File: src/hdl/hsvbl_pkg.sv
package hsvbl_pkg;

  localparam int unsigned SECTOR_W = 12;
  localparam logic [SECTOR_W-1:0] SECTOR = 12'd3840;
  localparam logic [14:0] HUE_MAX = 15'd23039;
  localparam logic [14:0] HUE_S1 = 15'd3840;
  localparam logic [14:0] HUE_S2 = 15'd7680;
  localparam logic [14:0] HUE_S3 = 15'd11520;
  localparam logic [14:0] HUE_S4 = 15'd15360;
  localparam logic [14:0] HUE_S5 = 15'd19200;
  localparam logic [6:0] RAMP_NUM = 7'd98;
  localparam logic [27:0] FULL_LEVEL = 28'd251658240;
  localparam logic [15:0] BRIGHT_RESET = 16'd32768;
  localparam logic [15:0] MAX_RESET = 16'd65535;
  localparam logic [7:0] ONE_RESET = 8'd248;
  localparam logic [7:0] ZERO_RESET = 8'd192;
  localparam logic [4:0] LAST_BIT = 5'd23;
  localparam logic [12:0] DIV15_MUL = 13'd4370;

  typedef enum logic [1:0] {
    REG_BRIGHTNESS_MAX = 2'd0,
    REG_BREATHING_EN   = 2'd1,
    REG_ONE_SYMBOL     = 2'd2,
    REG_ZERO_SYMBOL    = 2'd3
  } reg_idx_e;

  typedef enum logic [7:0] {
    ST_IDLE = 8'b0000_0001,
    ST_RAMP = 8'b0000_0010,
    ST_PREP = 8'b0000_0100,
    ST_MUL1 = 8'b0000_1000,
    ST_MUL2 = 8'b0001_0000,
    ST_DIV  = 8'b0010_0000,
    ST_PACK = 8'b0100_0000,
    ST_EMIT = 8'b1000_0000
  } state_e;

  typedef struct packed {
    logic       load;
    logic       ramp;
    logic       prep;
    logic       mul1;
    logic       mul2;
    logic       div;
    logic       pack;
    logic       shift;
  } dp_cmd_t;

endpackage

File: src/hdl/hsv_breathing_led_spi_encoder.sv
// After an input transaction the controller runs the ramp step, the prep stage, the
// multiply stages, the divide stage and the pack step before the first symbol byte is
// offered. Each item is sent as 24 output bytes, each held until the sink takes it.
// One item is in flight at a time; input is ready only while idle.
// Reset (rst_ni low, asynchronous): control, configuration and brightness registers take
// their reset values (datapath registers have none), brightness goes to one half and the ramp direction to up.
module hsv_breathing_led_spi_encoder (
  input  logic        clk_i,
  input  logic        rst_ni,
  input  logic        s_axis_tvalid,
  output logic        s_axis_tready,
  input  logic [39:0] s_axis_tdata,   // hue[14:0] saturation[30:15] advance[31] key_index[38:32]
  output logic        m_axis_tvalid,
  input  logic        m_axis_tready,
  output logic [7:0]  m_axis_tdata,   // symbol[7:0]
  output logic [6:0]  m_axis_tuser,   // key_tag[6:0]
  output logic        m_axis_tlast,
  input  logic        cfg_we_i,
  input  logic [1:0]  cfg_index_i,
  input  logic [15:0] cfg_data_i
);
  import hsvbl_pkg::*;

  dp_cmd_t cmd;

  hsvbl_ctrl u_ctrl (
    .clk_i         (clk_i),
    .rst_ni        (rst_ni),
    .s_axis_tvalid (s_axis_tvalid),
    .s_axis_tready (s_axis_tready),
    .m_axis_tvalid (m_axis_tvalid),
    .m_axis_tready (m_axis_tready),
    .m_axis_tlast  (m_axis_tlast),
    .cmd_o         (cmd)
  );

  hsvbl_dp u_dp (
    .clk_i        (clk_i),
    .rst_ni       (rst_ni),
    .cmd_i        (cmd),
    .s_axis_tdata (s_axis_tdata),
    .cfg_we_i     (cfg_we_i),
    .cfg_index_i  (cfg_index_i),
    .cfg_data_i   (cfg_data_i),
    .m_axis_tdata (m_axis_tdata),
    .m_axis_tuser (m_axis_tuser)
  );

endmodule

File: src/hdl/hsvbl_ctrl.sv
module hsvbl_ctrl (
  input  logic              clk_i,
  input  logic              rst_ni,
  input  logic              s_axis_tvalid,
  output logic              s_axis_tready,
  output logic              m_axis_tvalid,
  input  logic              m_axis_tready,
  output logic              m_axis_tlast,
  output hsvbl_pkg::dp_cmd_t cmd_o
);
  import hsvbl_pkg::*;

  state_e     state_q, state_d;
  logic [4:0] cnt_q, cnt_d;
  logic       in_fire, out_fire;

  assign s_axis_tready = (state_q == ST_IDLE);
  assign m_axis_tvalid = (state_q == ST_EMIT);
  assign m_axis_tlast  = m_axis_tvalid && (cnt_q == LAST_BIT);
  assign in_fire  = s_axis_tvalid && s_axis_tready;
  assign out_fire = m_axis_tvalid && m_axis_tready;

  always_comb begin
    state_d = state_q;
    cnt_d   = cnt_q;
    cmd_o   = '0;
    case (state_q)
      ST_IDLE: begin
        if (in_fire) begin
          cmd_o.load = 1'b1;
          state_d = ST_RAMP;
        end
      end
      ST_RAMP: begin
        cmd_o.ramp = 1'b1;
        state_d = ST_PREP;
      end
      ST_PREP: begin
        cmd_o.prep = 1'b1;
        state_d = ST_MUL1;
      end
      ST_MUL1: begin
        cmd_o.mul1 = 1'b1;
        state_d = ST_MUL2;
      end
      ST_MUL2: begin
        cmd_o.mul2 = 1'b1;
        state_d = ST_DIV;
      end
      ST_DIV: begin
        cmd_o.div = 1'b1;
        state_d = ST_PACK;
      end
      ST_PACK: begin
        cmd_o.pack = 1'b1;
        cnt_d = 5'd0;
        state_d = ST_EMIT;
      end
      ST_EMIT: begin
        if (out_fire) begin
          cmd_o.shift = 1'b1;
          if (cnt_q == LAST_BIT) begin
            state_d = ST_IDLE;
          end else begin
            cnt_d = cnt_q + 5'd1;
          end
        end
      end
      default: begin
        state_d = ST_IDLE;
      end
    endcase
  end

  always_ff @(posedge clk_i or negedge rst_ni) begin
    if (!rst_ni) begin
      state_q <= ST_IDLE;
      cnt_q   <= 5'd0;
    end else begin
      state_q <= state_d;
      cnt_q   <= cnt_d;
    end
  end

`ifndef SYNTHESIS
  assert property (@(posedge clk_i) disable iff (!rst_ni)
    in_fire |=> state_q == ST_RAMP)
    else $error("accepted transaction did not start the ramp step");
  assert property (@(posedge clk_i) disable iff (!rst_ni)
    m_axis_tvalid |-> !s_axis_tready)
    else $error("input ready while output pending");
  assert property (@(posedge clk_i) disable iff (!rst_ni)
    out_fire && m_axis_tlast |=> state_q == ST_IDLE)
    else $error("last byte did not return to idle");
  assert property (@(posedge clk_i) disable iff (!rst_ni)
    state_q == ST_EMIT |-> cnt_q <= LAST_BIT)
    else $error("byte counter out of range");
`endif

endmodule

File: src/hdl/hsvbl_dp.sv
module hsvbl_dp (
  input  logic               clk_i,
  input  logic               rst_ni,
  input  hsvbl_pkg::dp_cmd_t cmd_i,
  input  logic [39:0]        s_axis_tdata,   // hue[14:0] saturation[30:15] advance[31] key_index[38:32]
  input  logic               cfg_we_i,
  input  logic [1:0]         cfg_index_i,
  input  logic [15:0]        cfg_data_i,
  output logic [7:0]         m_axis_tdata,   // symbol[7:0]
  output logic [6:0]         m_axis_tuser    // key_tag[6:0]
);
  import hsvbl_pkg::*;

  logic [15:0] max_q;
  logic        en_q;
  logic [7:0]  one_q, zero_q;
  logic [15:0] bright_q;
  logic        down_q;

  logic [14:0] hue_q;
  logic [15:0] sat_q;
  logic        adv_q;
  logic [6:0]  tag_q;
  logic [2:0]  sector_q;
  logic [11:0] d_q;
  logic [23:0] bb_q;
  logic [27:0] part_q;
  logic [11:0] rem_q;
  logic [7:0]  nch_q, quo_q;
  logic [23:0] bits_q;

  always_ff @(posedge clk_i or negedge rst_ni) begin
    if (!rst_ni) begin
      max_q  <= MAX_RESET;
      en_q   <= 1'b0;
      one_q  <= ONE_RESET;
      zero_q <= ZERO_RESET;
    end else if (cfg_we_i) begin
      case (reg_idx_e'(cfg_index_i))
        REG_BRIGHTNESS_MAX: max_q  <= cfg_data_i;
        REG_BREATHING_EN:   en_q   <= cfg_data_i[0];
        REG_ONE_SYMBOL:     one_q  <= cfg_data_i[7:0];
        REG_ZERO_SYMBOL:    zero_q <= cfg_data_i[7:0];
        default: ;
      endcase
    end
  end

  logic [22:0]        step_prod;
  logic [6:0]         step;
  logic signed [17:0] v, mx;
  logic [15:0]        bright_d;
  logic               down_d;

  always_comb begin
    step_prod = 23'(max_q) * 23'(RAMP_NUM);
    step      = step_prod[22:16];
    mx        = $signed({2'b00, max_q});
    bright_d  = bright_q;
    down_d    = down_q;
    if (en_q) begin
      v = down_q ? $signed({2'b00, bright_q}) - $signed({11'd0, step})
                 : $signed({2'b00, bright_q}) + $signed({11'd0, step});
    end else begin
      v = mx;
    end
    if (v > mx) begin
      bright_d = max_q;
      if (en_q) down_d = 1'b1;
    end else if (v < 18'sd0) begin
      bright_d = 16'd0;
      if (en_q) down_d = 1'b0;
    end else begin
      bright_d = v[15:0];
    end
  end

  always_ff @(posedge clk_i or negedge rst_ni) begin
    if (!rst_ni) begin
      bright_q <= BRIGHT_RESET;
      down_q   <= 1'b0;
    end else if (cmd_i.ramp && adv_q) begin
      bright_q <= bright_d;
      down_q   <= down_d;
    end
  end

  logic [14:0] hue_c;
  logic [2:0]  sector_d;
  logic [12:0] t;
  logic [11:0] d_d;

  always_comb begin
    hue_c = (hue_q > HUE_MAX) ? HUE_MAX : hue_q;
    if (hue_c >= HUE_S5)      sector_d = 3'd5;
    else if (hue_c >= HUE_S4) sector_d = 3'd4;
    else if (hue_c >= HUE_S3) sector_d = 3'd3;
    else if (hue_c >= HUE_S2) sector_d = 3'd2;
    else if (hue_c >= HUE_S1) sector_d = 3'd1;
    else                      sector_d = 3'd0;
    if (hue_c >= HUE_S4)      t = 13'(hue_c - HUE_S4);
    else if (hue_c >= HUE_S2) t = 13'(hue_c - HUE_S2);
    else                      t = hue_c[12:0];
    d_d = (t >= 13'(SECTOR)) ? 12'(t - 13'(SECTOR)) : 12'(13'(SECTOR) - t);
  end

  logic [51:0] pprod;
  logic [40:0] nprod;
  logic [23:0] qprod;
  logic [16:0] sat_inv;
  logic [7:0]  fch, rch, gch, bch;

  // divide by 3840 as a shift by 8 and a reciprocal multiply by 1/15
  assign sat_inv = 17'h10000 - 17'(sat_q);
  assign pprod   = 52'(part_q) * 52'(bb_q);
  assign nprod   = 41'(sat_inv) * 41'(bb_q);
  assign qprod   = 24'(rem_q) * 24'(DIV15_MUL);
  assign fch     = bb_q[23:16];

  always_comb begin
    case (sector_q)
      3'd0:    begin rch = fch;   gch = quo_q; bch = nch_q; end
      3'd1:    begin rch = quo_q; gch = fch;   bch = nch_q; end
      3'd2:    begin rch = nch_q; gch = fch;   bch = quo_q; end
      3'd3:    begin rch = nch_q; gch = quo_q; bch = fch;   end
      3'd4:    begin rch = quo_q; gch = nch_q; bch = fch;   end
      default: begin rch = fch;   gch = nch_q; bch = quo_q; end
    endcase
  end

  always_ff @(posedge clk_i) begin
    if (cmd_i.load) begin
      hue_q <= s_axis_tdata[14:0];
      sat_q <= s_axis_tdata[30:15];
      adv_q <= s_axis_tdata[31];
      tag_q <= s_axis_tdata[38:32];
    end
    if (cmd_i.prep) begin
      sector_q <= sector_d;
      d_q      <= d_d;
      bb_q     <= {bright_q, 8'd0} - 24'(bright_q);
    end
    if (cmd_i.mul1) begin
      part_q <= FULL_LEVEL - 28'(28'(sat_q) * 28'(d_q));
    end
    if (cmd_i.mul2) begin
      rem_q <= pprod[51:40];
      nch_q <= nprod[39:32];
    end
    if (cmd_i.div) begin
      quo_q <= qprod[23:16];
    end
    if (cmd_i.pack) begin
      bits_q <= {gch, rch, bch};
    end else if (cmd_i.shift) begin
      bits_q <= {bits_q[22:0], 1'b0};
    end
  end

  assign m_axis_tdata = bits_q[23] ? one_q : zero_q;
  assign m_axis_tuser = tag_q;

endmodule
File: config.mk
export PLATFORM = sky130hd
export DESIGN_NAME = hsv_breathing_led_spi_encoder
export DESIGN_NICKNAME = d
export VERILOG_FILES = /design/src/hdl/hsvbl_pkg.sv /design/src/hdl/hsv_breathing_led_spi_encoder.sv /design/src/hdl/hsvbl_ctrl.sv /design/src/hdl/hsvbl_dp.sv
export SDC_FILE = /design/constraint.sdc
export NUM_CORES = 2
export LEC_CHECK = 0
export ABC_AREA = 1
export BUFFER_PORTS_ARGS = -buffer_cell sky130_fd_sc_hd__buf_2
export CORE_ASPECT_RATIO = 0.5
export CORE_MARGIN = 3
export CORE_UTILIZATION = 50
export CTS_BUF_LIST = sky130_fd_sc_hd__clkbuf_4 sky130_fd_sc_hd__clkbuf_8
export CTS_CLUSTER_SIZE = 28
export DETAILED_ROUTE_END_ITERATION = 8
export GPL_ROUTABILITY_DRIVEN = 0
export PLACE_DENSITY = 0.72
export REMOVE_ABC_BUFFERS = 1
export SYNTH_ARGS = -nofsm -noshare
export SYNTH_HDL_FRONTEND = slang
export SYNTH_HIERARCHICAL = 1
export SYNTH_SLANG_ARGS = --single-unit
File: constraint.sdc
create_clock -name clk_i -period 6.2 [get_ports clk_i]
set_input_delay 0.31 -clock clk_i [delete_from_list [all_inputs] [get_ports clk_i]]
set_output_delay 0.31 -clock clk_i [all_outputs]
set_load 0.01 [all_outputs]
==> flow_metrics.tcl <==
set metrics [dict create \
    die-area_mm2 0.115 \
    yosysTopAreaCell "fa_1" \
    ys_seq_elements 221 \
    min-delay-start "m_axis_tready" \
    ff2ff_setup_slack_ns -0.68 \
    rr_endpoint "u_dp/nch_q[1]" \
    clock-sinks 221 \
    fp.dieH_um 241 \
    cp_top_family "buffers and inverters" \
    period_minus_slack_ns 6.88 \
    synth_most_common_cell "inv_1" \
    track_usage_pct 28.1 \
    synth_ff_type "edfxtp_1" \
    clock_path_buffers 3 \
    r2r_cells 50 \
    ios 81 \
    slowest_stage "edfxtp_1" \
    fin_setup_tns_ns -8.44 \
    avgSynthCellArea_um2 8.08 \
    dpl_cell_area_mm2 0.0613 \
    end_kind "register" \
    initial_core_util_pct 50.9 \
    grt_remaining_overflow 0 \
    cts_root_buffer "clkbuf_8" \
    synth_edf_count 158 \
    hold_path_end "u_ctrl/state_q[7]" \
    hold_viol 0 \
    antenna_found_initial 4 \
    crit_required_ns 6.61 \
    crit_fanout 4 \
    drive_gt1_share_pct 18.8 \
    synth_top_area_share_pct 38.3 \
    violations "negative setup slack" \
    syn_area_mm2 0.0552 \
    synth.distinct_cells 60 \
    synthTopCellsByCount "inv_1 (1,837), nand2_1 (1,654), fa_1 (1,057), ha_1 (524), nor2_1 (332)" \
    ys_top_cells_by_area "fa_1 (38%), inv_1 (12%), ha_1 (12%)" \
    path_common_cell "buf_4" \
    hpwl_um 127000 \
    die_w_um 476 \
    cts_made_buffers 41 \
    drtPass1Iterations 6 \
    synth-seq-area-share_pct 11.5 \
    netlist_instances 6833 \
    post_drt_wl_per_cell_um 18.1 \
    worst_slack_ns -0.684 \
    cp-start-kind "register" \
    detailroute.via_count 46900 \
    drc 0 \
    maxCapViolations 0 \
    grt_pass1_vias 47800 \
    crit_type "register to register" \
    worst_ep_arrival_time_ns 7.29 \
    fin_nets 9064 \
    cts_max_level 2 \
    synthArstFlopShare_pct 28.5 \
    hold_class "input pin to register" \
    worst_pin_slew_ns 1.10 \
    period_share_pct 111 \
    r2r_start "u_dp/sat_q[0]" \
    cts_tree "done" \
    dp_slack_ns -0.714 \
    clk_pin_slew_ns 0.07 \
    grt_max_degree 64 \
    fmax_ghz 0.145 \
    nFillCells 8874 \
    slowest_delay_ns 0.44 \
    drv_slew 0 \
    core_mm2 0.109 \
    outcome "finished, violations left" \
    final_area_mm2 0.0665 \
    viasPerCell 5.25 \
    ys.warnings.count 6 \
    initialDrtViolationCount 4452 \
    finalWirelength_um 161000 \
    setup_viol 36 \
    port_buffers 79 \
    clk_latency_ns 0.65 \
    grt_pass1_wl_um 254000 \
    path_buf_inv 34 \
    rsz0062_at_grt "true" \
    clock_skew_ns 0.0621 \
    ant_nets 0 \
    hold_depth 4 \
    area.growth.synth_to_final_pct 20.4 \
    relSlewSlack_pct 26.4 \
    rows 85 \
]
-- cells by family (layout without fill, tap and decap cells) --
family / Yosys count / count (layout) / share of synthesized area (%)
simple gates: 2250 / 2250 / 16.4
buf+inv: 2121 / 2738 / 14.5
fa+ha+maj: 1581 / 1581 / 50.2
compound gates: 538 / 538 / 5.43
flops: 221 / 221 / 11.5
xor+xnor: 114 / 114 / 1.81
mux: 8 / 8 / 0.163
other cells: 0 / 1 / 0
-- how the worst max path moves through the flow --
stage	start	end	slack, ns	depth (start not counted)
after detailed placement	u_dp/sat_q[0]	u_dp/nch_q[3]	-0.71	30
after CTS	u_dp/sat_q[1]	u_dp/nch_q[4]	-0.48	32
after global routing	u_dp/sat_q[0]	u_dp/nch_q[3]	-0.95	34
after global placement	u_dp/sat_q[0]	u_dp/nch_q[3]	-0.62	33
final	u_dp/sat_q[0]	u_dp/nch_q[1]	-0.68	50
after floorplan	u_dp/sat_q[0]	u_dp/nch_q[3]	-0.86	33
-- worst min-delay path, cell delays in order --
cell	delay, ns
buf_2	0.08
inv_1	0.10
o21ai_1	0.21
nand2_1	0.06
-- registers in the layout, indices dropped and copies added (netlist names) --
| signal | count |
|---|---|
| u_dp/rem_q | 12 |
| u_ctrl/cnt_q | 5 |
| u_dp/max_q | 16 |
| u_dp/part_q | 28 |
| u_dp/one_q | 8 |
| u_dp/hue_q | 15 |
| u_dp/nch_q | 8 |
| u_dp/down_q | 1 |
| u_dp/en_q | 1 |
| u_dp/bits_q | 24 |
| u_dp/bb_q | 24 |
| u_dp/sat_q | 16 |
| u_dp/zero_q | 8 |
| u_dp/sector_q | 3 |
| u_dp/m_axis_tuser | 7 |
| u_dp/d_q | 12 |
| u_dp/adv_q | 1 |
| u_dp/quo_q | 8 |
| u_dp/bright_q | 16 |
| u_ctrl/state_q | 8 |
-- what timing repair did --
item / CTS / global route
buffers inserted: 76 / 38
setup endpoints to repair: 37 / 39
cloned: 6 / 4
pin swaps: 203 / 212
gates resized for setup: 409 / 312
endpoints found under the hold margin: 111 / 0
hold buffers: 60 / 0
-- metal layers --
layer	GRT usage [%]	share of wire, %	vias up
met4	8.84	3.8	2
met2	45.9	46	2261
met1	37.8	40	23000
met5	0	0.012	-
met3	5.85	11	414
li1	-	-	21300
-- stage by stage --
step	util (%)	std cells	hold WS (ns)
3_3_place_gp	56.4	8680	0.462
2_1_floorplan	-	6560	0.0144
3_5_place_dp	56.4	8680	0.470
5_1_grt	61.2	8930	0.217
4_1_cts	59.9	8894	0.170
6_report	61.2	8930	0.200
-- cell usage in the layout (no fill, tap or decap), types with 60 or more instances in the layout --
master | netlist | layout
buf_2 | 10 | 79
nand2_1 | 1654 | 1575
a21oi_1 | 198 | 129
buf_4 | 0 | 557
fa_1 | 1057 | 1014
dlygate4sd3_1 | 0 | 60
inv_2 | 5 | 74
ha_4 | 0 | 61
o21ai_0 | 197 | 118
xor2_1 | 92 | 85
inv_1 | 1837 | 1766
ha_1 | 524 | 459
nand2_2 | 20 | 74
nor2_1 | 332 | 260
nand3_1 | 117 | 107
edfxtp_1 | 158 | 158
-- cell type report --
type / instances / area, um^2 / share of cell area (%)
antenna: 1 / 2.50 / 0.00376
clock buffer: 56 / 714 / 1.07
clock inverter: 17 / 123 / 0.184
inverter: 1848 / 6950 / 10.4
multi-input combinational: 4491 / 43300 / 65.1
sequential: 221 / 6350 / 9.55
tap: 1479 / 1850 / 2.78
timing repair buffer: 817 / 7200 / 10.8
Power is not shown: default switching activity piles up to over one toggle a cycle in this logic, so the estimate is an artifact.
